$ cat config.mk
export PLATFORM = sky130hd
export DESIGN_NAME = ldif_line_tokenizer_unit_flat
export DESIGN_NICKNAME = d
export VERILOG_FILES = /design/src/sv/ldif_pkg.sv /design/src/sv/ldif_in_if.sv /design/src/sv/ldif_out_if.sv /design/src/sv/ldif_step.sv /design/src/sv/ldif_line_tokenizer_unit.sv /design/src/flat_wrapper.sv
export SDC_FILE = /design/constraint.sdc
export NUM_CORES = 1
export LEC_CHECK = 0
export BUFFER_PORTS_ARGS = -buffer_cell sky130_fd_sc_hd__buf_2
export CORE_UTILIZATION = 60
export DETAILED_ROUTE_END_ITERATION = 6
export GPL_ROUTABILITY_DRIVEN = 0
export PLACE_DENSITY = 0.88
export SLEW_MARGIN = 20
export SYNTH_ARGS = -nofsm -noshare
export SYNTH_HDL_FRONTEND = slang
export SYNTH_SLANG_ARGS = --single-unit
$ cat constraint.sdc
create_clock -name clk -period 6.7 [get_ports clk]
set_input_delay 0.67 -clock clk [delete_from_list [all_inputs] [get_ports clk]]
set_output_delay 0.67 -clock clk [all_outputs]
set_load 0.005 [all_outputs]
$ cat src/sv/ldif_pkg.sv
// ----------------------------------------------------------------------------
// ldif_pkg
// Types, codes and character constants shared by the LDIF line tokenizer.
// ----------------------------------------------------------------------------
package ldif_pkg;

  // parse states
  localparam logic [3:0] ST_LINE    = 4'd0;
  localparam logic [3:0] ST_CMT     = 4'd1;
  localparam logic [3:0] ST_CMT_NL  = 4'd2;
  localparam logic [3:0] ST_NAME    = 4'd3;
  localparam logic [3:0] ST_NAME_NL = 4'd4;
  localparam logic [3:0] ST_ENC     = 4'd5;
  localparam logic [3:0] ST_ENC_NL  = 4'd6;
  localparam logic [3:0] ST_VAL     = 4'd7;
  localparam logic [3:0] ST_VAL_NL  = 4'd8;
  localparam logic [3:0] ST_CR      = 4'd9;
  localparam logic [3:0] ST_ERR     = 4'd10;

  // where to go after CR LF
  localparam logic [2:0] RS_LINE = 3'd0;
  localparam logic [2:0] RS_CMT  = 3'd1;
  localparam logic [2:0] RS_NAME = 3'd2;
  localparam logic [2:0] RS_ENC  = 3'd3;
  localparam logic [2:0] RS_VAL  = 3'd4;

  // token kinds
  localparam logic [2:0] K_NAME  = 3'd0;
  localparam logic [2:0] K_VALUE = 3'd1;
  localparam logic [2:0] K_DONE  = 3'd2;
  localparam logic [2:0] K_EMPTY = 3'd3;
  localparam logic [2:0] K_END   = 3'd4;
  localparam logic [2:0] K_DASH  = 3'd5;
  localparam logic [2:0] K_ERROR = 3'd6;

  // error codes
  localparam logic [1:0] E_END  = 2'd0;
  localparam logic [1:0] E_CR   = 2'd1;
  localparam logic [1:0] E_EOL  = 2'd2;
  localparam logic [1:0] E_NULL = 2'd3;

  // value encodings
  localparam logic [1:0] ENC_PLAIN  = 2'd0;
  localparam logic [1:0] ENC_BASE64 = 2'd1;
  localparam logic [1:0] ENC_URL    = 2'd2;
  localparam logic [1:0] ENC_NONE   = 2'd3;

  // characters
  localparam logic [7:0] CH_HASH  = 8'h23;
  localparam logic [7:0] CH_COLON = 8'h3A;
  localparam logic [7:0] CH_LT    = 8'h3C;
  localparam logic [7:0] CH_DASH  = 8'h2D;
  localparam logic [7:0] CH_SP    = 8'h20;
  localparam logic [7:0] CH_CR    = 8'h0D;
  localparam logic [7:0] CH_LF    = 8'h0A;
  localparam logic [7:0] CH_NUL   = 8'h00;

  // depth of the result queue
  localparam int RES_Q_DEPTH = 4;

  typedef struct packed {
    logic [3:0] pstate;
    logic [2:0] resume;
    logic [1:0] name_len;
    logic       name_dash;
    logic [1:0] enc;
  } st_t;

  typedef struct packed {
    logic [2:0] kind;
    logic [7:0] tbyte;
    logic [1:0] enc;
    logic [1:0] err;
    logic       last;
  } tok_t;

  localparam st_t ST_RESET = '{pstate: ST_LINE, resume: RS_LINE, name_len: 2'd0,
                               name_dash: 1'b0, enc: ENC_PLAIN};

  function automatic tok_t mk_tok(logic [2:0] kind, logic [7:0] tbyte,
                                  logic [1:0] enc, logic [1:0] err);
    tok_t t;
    t.kind  = kind;
    t.tbyte = tbyte;
    t.enc   = enc;
    t.err   = err;
    t.last  = 1'b0;
    return t;
  endfunction

endpackage

$ cat src/sv/ldif_in_if.sv
// ----------------------------------------------------------------------------
// ldif_in_if
// Byte channel into the tokenizer: valid/ready with one raw text byte.
// ----------------------------------------------------------------------------
interface ldif_in_if;
  logic       valid;
  logic       ready;
  logic [7:0] data_byte;
  logic       end_of_stream;

  modport source (output valid, output data_byte, output end_of_stream, input ready);
  modport sink   (input valid, input data_byte, input end_of_stream, output ready);
endinterface

$ cat src/sv/ldif_out_if.sv
// ----------------------------------------------------------------------------
// ldif_out_if
// Token channel out of the tokenizer: valid/ready with one token.
// ----------------------------------------------------------------------------
interface ldif_out_if;
  logic       valid;
  logic       ready;
  logic [2:0] token_kind;
  logic [7:0] token_byte;
  logic [1:0] value_encoding;
  logic [1:0] error_code;
  logic       last;

  modport source (output valid, output token_kind, output token_byte,
                  output value_encoding, output error_code, output last, input ready);
  modport sink   (input valid, input token_kind, input token_byte,
                  input value_encoding, input error_code, input last, output ready);
endinterface

$ cat src/sv/ldif_step.sv
// ----------------------------------------------------------------------------
// ldif_step
// Next-state and token logic for one byte or end-of-stream mark.
// ----------------------------------------------------------------------------
module ldif_step
  import ldif_pkg::*;
(
  input  st_t        st,
  input  logic [7:0] data_byte,
  input  logic       end_of_stream,
  output st_t        st_nxt,
  output logic [1:0] res_cnt,
  output tok_t       res0,
  output tok_t       res1
);

  st_t        nx;
  tok_t       res [2];
  logic [1:0] n;
  logic       do_line;
  logic       do_name;
  logic       is_dash_line;

  assign is_dash_line = st.name_dash && (st.name_len == 2'd1);

  always_comb begin
    nx      = st;
    n       = 2'd0;
    res[0]  = '0;
    res[1]  = '0;
    do_line = 1'b0;
    do_name = 1'b0;

    if (end_of_stream) begin
      case (st.pstate)
        ST_CMT, ST_NAME, ST_ENC, ST_VAL: begin
          res[n[0]] = mk_tok(K_ERROR, CH_NUL, ENC_PLAIN, E_END); n = n + 2'd1;
        end
        ST_NAME_NL: begin
          if (is_dash_line) begin
            res[n[0]] = mk_tok(K_DASH, CH_NUL, ENC_PLAIN, E_END); n = n + 2'd1;
            res[n[0]] = mk_tok(K_END, CH_NUL, ENC_PLAIN, E_END); n = n + 2'd1;
          end else begin
            res[n[0]] = mk_tok(K_ERROR, CH_NUL, ENC_PLAIN, E_EOL); n = n + 2'd1;
          end
        end
        ST_ENC_NL: begin
          res[n[0]] = mk_tok(K_DONE, CH_NUL, ENC_NONE, E_END); n = n + 2'd1;
          res[n[0]] = mk_tok(K_END, CH_NUL, ENC_PLAIN, E_END); n = n + 2'd1;
        end
        ST_VAL_NL: begin
          res[n[0]] = mk_tok(K_DONE, CH_NUL, st.enc, E_END); n = n + 2'd1;
          res[n[0]] = mk_tok(K_END, CH_NUL, ENC_PLAIN, E_END); n = n + 2'd1;
        end
        ST_CR: begin
          res[n[0]] = mk_tok(K_ERROR, CH_NUL, ENC_PLAIN, E_CR); n = n + 2'd1;
        end
        ST_ERR: ;
        default: begin
          res[n[0]] = mk_tok(K_END, CH_NUL, ENC_PLAIN, E_END); n = n + 2'd1;
        end
      endcase
      nx = ST_RESET;
    end else begin
      case (st.pstate)
        ST_CMT: begin
          if (data_byte == CH_CR) begin
            nx.pstate = ST_CR;
            nx.resume = RS_CMT;
          end else if (data_byte == CH_LF) begin
            nx.pstate = ST_CMT_NL;
          end
        end
        ST_CMT_NL: begin
          if (data_byte == CH_SP) nx.pstate = ST_CMT;
          else do_line = 1'b1;
        end
        ST_NAME: do_name = 1'b1;
        ST_NAME_NL: begin
          if (data_byte == CH_SP) begin
            nx.pstate = ST_NAME;
          end else if (is_dash_line) begin
            res[n[0]] = mk_tok(K_DASH, CH_NUL, ENC_PLAIN, E_END); n = n + 2'd1;
            do_line = 1'b1;
          end else begin
            res[n[0]] = mk_tok(K_ERROR, CH_NUL, ENC_PLAIN, E_EOL); n = n + 2'd1;
            nx.pstate = ST_ERR;
          end
        end
        ST_ENC: begin
          if (data_byte == CH_SP) begin
            nx.pstate = ST_ENC;
          end else if (data_byte == CH_COLON) begin
            nx.enc    = ENC_BASE64;
            nx.pstate = ST_VAL;
          end else if (data_byte == CH_LT) begin
            nx.enc    = ENC_URL;
            nx.pstate = ST_VAL;
          end else if (data_byte == CH_CR) begin
            nx.pstate = ST_CR;
            nx.resume = RS_ENC;
          end else if (data_byte == CH_LF) begin
            nx.pstate = ST_ENC_NL;
          end else if (data_byte == CH_NUL) begin
            res[n[0]] = mk_tok(K_ERROR, CH_NUL, ENC_PLAIN, E_NULL); n = n + 2'd1;
            nx.pstate = ST_ERR;
          end else begin
            // first byte of a plain value
            nx.enc    = ENC_PLAIN;
            nx.pstate = ST_VAL;
            res[n[0]] = mk_tok(K_VALUE, data_byte, ENC_PLAIN, E_END); n = n + 2'd1;
          end
        end
        ST_ENC_NL: begin
          if (data_byte == CH_SP) begin
            nx.pstate = ST_ENC;
          end else begin
            nx.enc = ENC_NONE;
            res[n[0]] = mk_tok(K_DONE, CH_NUL, ENC_NONE, E_END); n = n + 2'd1;
            do_line = 1'b1;
          end
        end
        ST_VAL: begin
          if (data_byte == CH_CR) begin
            nx.pstate = ST_CR;
            nx.resume = RS_VAL;
          end else if (data_byte == CH_LF) begin
            nx.pstate = ST_VAL_NL;
          end else begin
            res[n[0]] = mk_tok(K_VALUE, data_byte, st.enc, E_END); n = n + 2'd1;
          end
        end
        ST_VAL_NL: begin
          if (data_byte == CH_SP) begin
            nx.pstate = ST_VAL;
          end else begin
            res[n[0]] = mk_tok(K_DONE, CH_NUL, st.enc, E_END); n = n + 2'd1;
            do_line = 1'b1;
          end
        end
        ST_CR: begin
          if (data_byte != CH_LF) begin
            res[n[0]] = mk_tok(K_ERROR, CH_NUL, ENC_PLAIN, E_CR); n = n + 2'd1;
            nx.pstate = ST_ERR;
          end else begin
            case (st.resume)
              RS_CMT:  nx.pstate = ST_CMT_NL;
              RS_NAME: nx.pstate = ST_NAME_NL;
              RS_ENC:  nx.pstate = ST_ENC_NL;
              RS_VAL:  nx.pstate = ST_VAL_NL;
              default: begin
                res[n[0]] = mk_tok(K_EMPTY, CH_NUL, ENC_PLAIN, E_END); n = n + 2'd1;
                nx.pstate = ST_LINE;
              end
            endcase
          end
        end
        ST_ERR: ;
        default: do_line = 1'b1;
      endcase

      // byte examined as the first of a new line
      if (do_line) begin
        nx.pstate = ST_LINE;
        if (data_byte == CH_LF) begin
          res[n[0]] = mk_tok(K_EMPTY, CH_NUL, ENC_PLAIN, E_END); n = n + 2'd1;
        end else if (data_byte == CH_CR) begin
          nx.pstate = ST_CR;
          nx.resume = RS_LINE;
        end else if (data_byte == CH_HASH) begin
          nx.pstate = ST_CMT;
        end else begin
          nx.name_len  = 2'd0;
          nx.name_dash = 1'b0;
          nx.enc       = ENC_PLAIN;
          nx.pstate    = ST_NAME;
          do_name      = 1'b1;
        end
      end

      if (do_name) begin
        if (data_byte == CH_COLON) begin
          nx.pstate = ST_ENC;
        end else if (data_byte == CH_CR) begin
          nx.pstate = ST_CR;
          nx.resume = RS_NAME;
        end else if (data_byte == CH_LF) begin
          if (nx.name_len == 2'd0) begin
            res[n[0]] = mk_tok(K_ERROR, CH_NUL, ENC_PLAIN, E_EOL); n = n + 2'd1;
            nx.pstate = ST_ERR;
          end else begin
            nx.pstate = ST_NAME_NL;
          end
        end else if (data_byte == CH_NUL) begin
          res[n[0]] = mk_tok(K_ERROR, CH_NUL, ENC_PLAIN, E_NULL); n = n + 2'd1;
          nx.pstate = ST_ERR;
        end else begin
          res[n[0]] = mk_tok(K_NAME, data_byte, ENC_PLAIN, E_END); n = n + 2'd1;
          nx.name_dash = (nx.name_len == 2'd0) && (data_byte == CH_DASH);
          if (nx.name_len != 2'd3) nx.name_len = nx.name_len + 2'd1;
        end
      end
    end

    if (n == 2'd1) res[0].last = 1'b1;
    if (n == 2'd2) res[1].last = 1'b1;
  end

  assign st_nxt  = nx;
  assign res_cnt = n;
  assign res0    = res[0];
  assign res1    = res[1];

endmodule

$ cat src/sv/ldif_line_tokenizer_unit.sv
// ----------------------------------------------------------------------------
// ldif_line_tokenizer_unit
// LDIF byte-stream tokenizer with a small result queue on the output side.
// ----------------------------------------------------------------------------
// Usage:
//   in_ch  : one item per byte of LDIF text, or an end_of_stream mark that
//            closes the stream and returns the parser to its reset state.
//   out_ch : tokens (name/value bytes, line done, empty line, dash line, end
//            of input, error); last flags the final token of an input item.
//   An input item is taken in any cycle it is offered while in_ch.ready is
//   high; its tokens (none, one or two) enter a 4-entry result queue, and
//   with the queue empty the first one is visible on out_ch in the next cycle.
//   Throughput is one item per cycle while each item yields at most one token
//   and out_ch keeps up; the single output port drains one token per cycle,
//   so the two tokens of an item that yields two leave one after the other.
//   in_ch.ready is high while the queue has room for two tokens, so a stalled
//   receiver back-pressures the input once three tokens are waiting; items
//   that yield no token are held back as well. Nothing is dropped.
//   Reset (rst_n low, synchronous) empties the queue and puts the parser at
//   the start of a line.
// ----------------------------------------------------------------------------
module ldif_line_tokenizer_unit
  import ldif_pkg::*;
(
  input  logic       clk,
  input  logic       rst_n,
  ldif_in_if.sink    in_ch,
  ldif_out_if.source out_ch
);

  localparam int PW = $clog2(RES_Q_DEPTH);

  st_t          st_r;
  st_t          st_nxt;
  logic [1:0]   res_cnt;
  tok_t         res0;
  tok_t         res1;

  tok_t         q_r [RES_Q_DEPTH];
  logic [PW-1:0] wr_ptr_r;
  logic [PW-1:0] rd_ptr_r;
  logic [PW:0]   cnt_r;
  logic [PW:0]   cnt_nxt;

  logic in_fire;
  logic out_fire;
  logic [1:0] push_cnt;

  ldif_step u_step (
    .st            (st_r),
    .data_byte     (in_ch.data_byte),
    .end_of_stream (in_ch.end_of_stream),
    .st_nxt        (st_nxt),
    .res_cnt       (res_cnt),
    .res0          (res0),
    .res1          (res1)
  );

  // room for two tokens whatever the output does this cycle
  assign in_ch.ready = (cnt_r <= (PW+1)'(RES_Q_DEPTH - 2));
  assign in_fire     = in_ch.valid && in_ch.ready;
  assign out_ch.valid = (cnt_r != '0);
  assign out_fire    = out_ch.valid && out_ch.ready;
  assign push_cnt    = in_fire ? res_cnt : 2'd0;

  always_comb begin
    cnt_nxt = cnt_r + (PW+1)'(push_cnt);
    if (out_fire) cnt_nxt = cnt_nxt - (PW+1)'(1);
  end

  always_ff @(posedge clk) begin
    if (!rst_n) begin
      st_r     <= ST_RESET;
      wr_ptr_r <= '0;
      rd_ptr_r <= '0;
      cnt_r    <= '0;
    end else begin
      if (in_fire) st_r <= st_nxt;
      wr_ptr_r <= wr_ptr_r + PW'(push_cnt);
      if (out_fire) rd_ptr_r <= rd_ptr_r + PW'(1);
      cnt_r <= cnt_nxt;
    end
  end

  always_ff @(posedge clk) begin
    if (push_cnt != 2'd0) q_r[wr_ptr_r] <= res0;
    if (push_cnt == 2'd2) q_r[wr_ptr_r + PW'(1)] <= res1;
  end

  assign out_ch.token_kind     = q_r[rd_ptr_r].kind;
  assign out_ch.token_byte     = q_r[rd_ptr_r].tbyte;
  assign out_ch.value_encoding = q_r[rd_ptr_r].enc;
  assign out_ch.error_code     = q_r[rd_ptr_r].err;
  assign out_ch.last           = q_r[rd_ptr_r].last;

endmodule
$ cat src/flat_wrapper.sv
// flat-port wrapper written by rule: the top's interface ports become plain ports
module ldif_line_tokenizer_unit_flat import ldif_pkg::*;
  (clk, rst_n, in_ch_valid, in_ch_data_byte, in_ch_end_of_stream, in_ch_ready, out_ch_valid, out_ch_token_kind, out_ch_token_byte, out_ch_value_encoding, out_ch_error_code, out_ch_last, out_ch_ready);
  ldif_in_if in_ch_i ();
  ldif_out_if out_ch_i ();
  input  logic clk;
  input  logic rst_n;
  input wire logic [$bits(in_ch_i.valid)-1:0] in_ch_valid;
  input wire logic [$bits(in_ch_i.data_byte)-1:0] in_ch_data_byte;
  input wire logic [$bits(in_ch_i.end_of_stream)-1:0] in_ch_end_of_stream;
  output wire logic [$bits(in_ch_i.ready)-1:0] in_ch_ready;
  output wire logic [$bits(out_ch_i.valid)-1:0] out_ch_valid;
  output wire logic [$bits(out_ch_i.token_kind)-1:0] out_ch_token_kind;
  output wire logic [$bits(out_ch_i.token_byte)-1:0] out_ch_token_byte;
  output wire logic [$bits(out_ch_i.value_encoding)-1:0] out_ch_value_encoding;
  output wire logic [$bits(out_ch_i.error_code)-1:0] out_ch_error_code;
  output wire logic [$bits(out_ch_i.last)-1:0] out_ch_last;
  input wire logic [$bits(out_ch_i.ready)-1:0] out_ch_ready;
  assign in_ch_i.valid = in_ch_valid;
  assign in_ch_i.data_byte = in_ch_data_byte;
  assign in_ch_i.end_of_stream = in_ch_end_of_stream;
  assign in_ch_ready = in_ch_i.ready;
  assign out_ch_valid = out_ch_i.valid;
  assign out_ch_token_kind = out_ch_i.token_kind;
  assign out_ch_token_byte = out_ch_i.token_byte;
  assign out_ch_value_encoding = out_ch_i.value_encoding;
  assign out_ch_error_code = out_ch_i.error_code;
  assign out_ch_last = out_ch_i.last;
  assign out_ch_i.ready = out_ch_ready;
  ldif_line_tokenizer_unit u_core (.clk(clk), .rst_n(rst_n), .in_ch(in_ch_i), .out_ch(out_ch_i));
endmodule
==> results.yml <==
status:
  status: "finished, final reports clean"
placement:
  pre_cts_slack_ns: 0.958
  place_area_sq_um: 5790
  port_buffers: 30
  dpl.hpwl_microns: 10300
logic_synthesis:
  yosysMostFrequentCell: "edfxtp_1"
  synth-edff-count: 64
  yosysWarningCount: 0
  ys_types: 78
  synth_nets: 582
  synth_area_leaders: "edfxtp_1 (34%), dfxtp_1 (7.5%), mux4_2 (6.4%)"
  synth_top_area_share_pct: 34.2
  synth-main-ff-cell: "edfxtp_1"
  synth.yosys.seq_area_share_pct: 41.7
  synthCells: 561
  yosysTopAreaCell: "edfxtp_1"
  syn_area_per_cell_sq_um: 10.0
  synthArstFlopShare_pct: 0
  synth_area_sq_um: 5620
  synth_common_cells: "edfxtp_1 (64), nor2_1 (47), o21ai_0 (46)"
  synth-seq-cells: 85
setup_path:
  criticalPathCategory: "reg -> reg"
  cp_common_cell: "ha_1"
  end_kind: "flip-flop"
  crit_slowest_cell: "dfxtp_1"
  cp_cell_sequence: "nor3b_2 -> o21ai_0 -> or2_2 -> nand3_1 -> ha_1 -> nand2b_1 -> nand2_1 -> inv_1 -> ha_1 -> nor2_1 -> a31o_2 -> a211oi_2 -> a21boi_0 -> o21ai_1 -> buf_4"
  cp-endpoint: "u_core.q_r[2][10]"
  crit_required_ns: 6.76
  crit_start: "u_core.st_r[11]"
  cp_max_fo: 21
  start_kind: "flip-flop"
  reg2reg_slack_ns: 1.18
  r2r_cells: 15
  cp.arrival_ns: 5.58
  slowest_delay_ns: 0.80
  r2r_end: "u_core.q_r[2][10]"
  r2r-start: "u_core.st_r[11]"
timing:
  slew_violations: 0
  fmax_mhz: 181
  relSlewSlack_pct: 45.6
  finClkSkew_ns: 0.0167
  worst_slew_pin_slew_ns: 0.814
  final_hold_viol_count: 0
  fin_crit_sh_pct: 82.4
  setup_violations: 0
  rsz0062_at_grt: "no"
  period_minus_slack_ns: 5.52
  setup_ws_ns: 1.18
  timing.setup.tns_ns: 0
route:
  first_iter_violations: 742
  via_per_inst: 7.09
  vias: 4821
  drc: 0
  wirelength_microns: 14500
  first_pass_iters: 6
  antenna_left: 0
  wl_per_cell_microns: 21.3
floorplan:
  die_x_microns: 98.8
  design.die.area_sq_um: 9760
  ioPinCount: 31
  die_h_microns: 98.8
  start_util_pct: 63.2
  rows: 34
  core_sq_um: 8890
clocking:
  path_clk_slew_ns: 0.11
  cts_setup_buffers: 0
  htree_levels: 3
  cts_tree: "built"
  clockBufferDepth: 2
  cts_num_sinks: 85
  hold_buffers: 0
  cts_buffers: 9
  clock_latency_ns: 0.38
  root_buffer: "clkbuf_8"
  cts_resized: 0
grt:
  busiest_layer: "met2"
  grt_pass1_wl_microns: 22900
  grt_use_met1_pct: 40.7
  antenna_found_initial: 0
  grt_use_total_pct: 30.5
  grt_pass1_vias: 4364
  grt_overflow: 0
  grt_use_met3_pct: 5.11
  met2_usage_pct: 49.7
  grt_max_degree: 31
final_layout:
  syn2layout_area_growth_pct: 6.68
  regArea_sq_um: 2340
  antenna_cells: 0
  fin_area_sq_um: 6000
  multi_input_area_sq_um: 3070
  final_layout_size_suffix_gt1_share_pct: 16.8
  n_fill_cell: 663
  fin_nets: 588
hold_path:
  hold_start: "u_core.st_r[5]"
  hp-class: "reg -> reg"
pwr:
  power.density_nw_per_um2: 334
  peakVddDrop_v: 0.000185
  p_leak_nw: 2.16
run:
  drv_cap: 0
-- worst min-delay path by stage --
stage | cells past startpoint | end | slack [ns]
2_1_floorplan | 2 | u_core.st_r[5] | 0.47
3_3_place_gp | 2 | u_core.st_r[5] | 0.50
3_5_place_dp | 2 | u_core.st_r[5] | 0.50
4_1_cts | 2 | u_core.st_r[5] | 0.52
5_1_grt | 2 | u_core.st_r[5] | 0.54
6_report | 2 | u_core.st_r[5] | 0.51
-- sequential cells by signal, indices dropped and copies added (netlist names), named ones only --
register / count
u_core.cnt_r: 3
u_core.q_r: 64
u_core.rd_ptr_r: 2
u_core.st_r: 12
u_core.wr_ptr_r: 2
-- layout make-up --
class	instances	area share (%)
multi-input combinational	421	51.1
sequential	85	39.1
timing repair buffer	37	3.38
tap	108	2.25
clock buffer	9	2.07
clock inverter	7	1.27
inverter	13	0.814
-- worst max-delay path: cells and delay by family (launching register included) --
family          cells  cell delay, ns
fa+ha+maj           2            0.52
compound gates      5            1.90
simple gates        6            1.55
flops               1            0.80
buf+inv             2            0.41
-- per-stage QoR --
stage | total power, mW | instances | utilization, % | hold slack, ns
after global placement | 1.59 | 664 | 65.2 | 0.496
after floorplan | 1.38 | 561 | - | 0.467
final | 2.01 | 680 | 67.4 | 0.508
after global routing | 2.11 | 680 | 67.4 | 0.542
after CTS | 1.99 | 680 | 67.4 | 0.516
after detailed placement | 1.63 | 664 | 65.2 | 0.503
-- per-layer routing --
| metal | vias to the layer above | routed length, microns |
|---|---|---|
| li1 | 2151 | - |
| met1 | 2258 | 5630 |
| met2 | 357 | 6880 |
| met3 | 55 | 1510 |
| met4 | 0 | 458 |
| met5 | - | 0 |
-- logic make-up (layout without fill, tap and decap cells) --
group	count (synthesis)	after routing	share of synthesized area [%]
and+or+nand+nor	192	192	18.9
AOI/OAI and AO/OA	175	175	21.8
DFF	85	85	41.7
buffers and inverters	55	66	4.05
muxes	34	34	9.77
xor gates and xnor gates	12	12	1.87
adders and majority gates	8	8	1.91
-- layout by cell type, fill, tap and decap left out, types with 6 or more instances in the layout --
| cell | instances |
|---|---|
| a32oi_1 | 7 |
| dfxtp_1 | 20 |
| nand3_1 | 14 |
| or3_1 | 6 |
| nand2b_1 | 9 |
| a21boi_0 | 7 |
| a21oi_1 | 28 |
| mux4_2 | 16 |
| nor3_1 | 11 |
| a31oi_1 | 9 |
| o21a_1 | 23 |
| nand2_1 | 43 |
| edfxtp_1 | 64 |
| o21ai_0 | 45 |
| buf_4 | 7 |
| buf_2 | 30 |
| and2_1 | 16 |
| ha_1 | 7 |
| xnor2_1 | 8 |
| inv_1 | 12 |
| clkbuf_8 | 9 |
| o211ai_1 | 6 |
| nor2b_1 | 7 |
| mux2i_1 | 14 |
| nor2_1 | 47 |
-- where the power goes --
group	switching (mW)	internal (mW)	leakage [nW]	total [mW]
combinational	0.459	0.347	1.27	0.805
clock	0.226	0.148	0.102	0.373
sequential	0.0962	0.731	0.779	0.827
No activity file was read; power rests on OpenSTA's default activity.
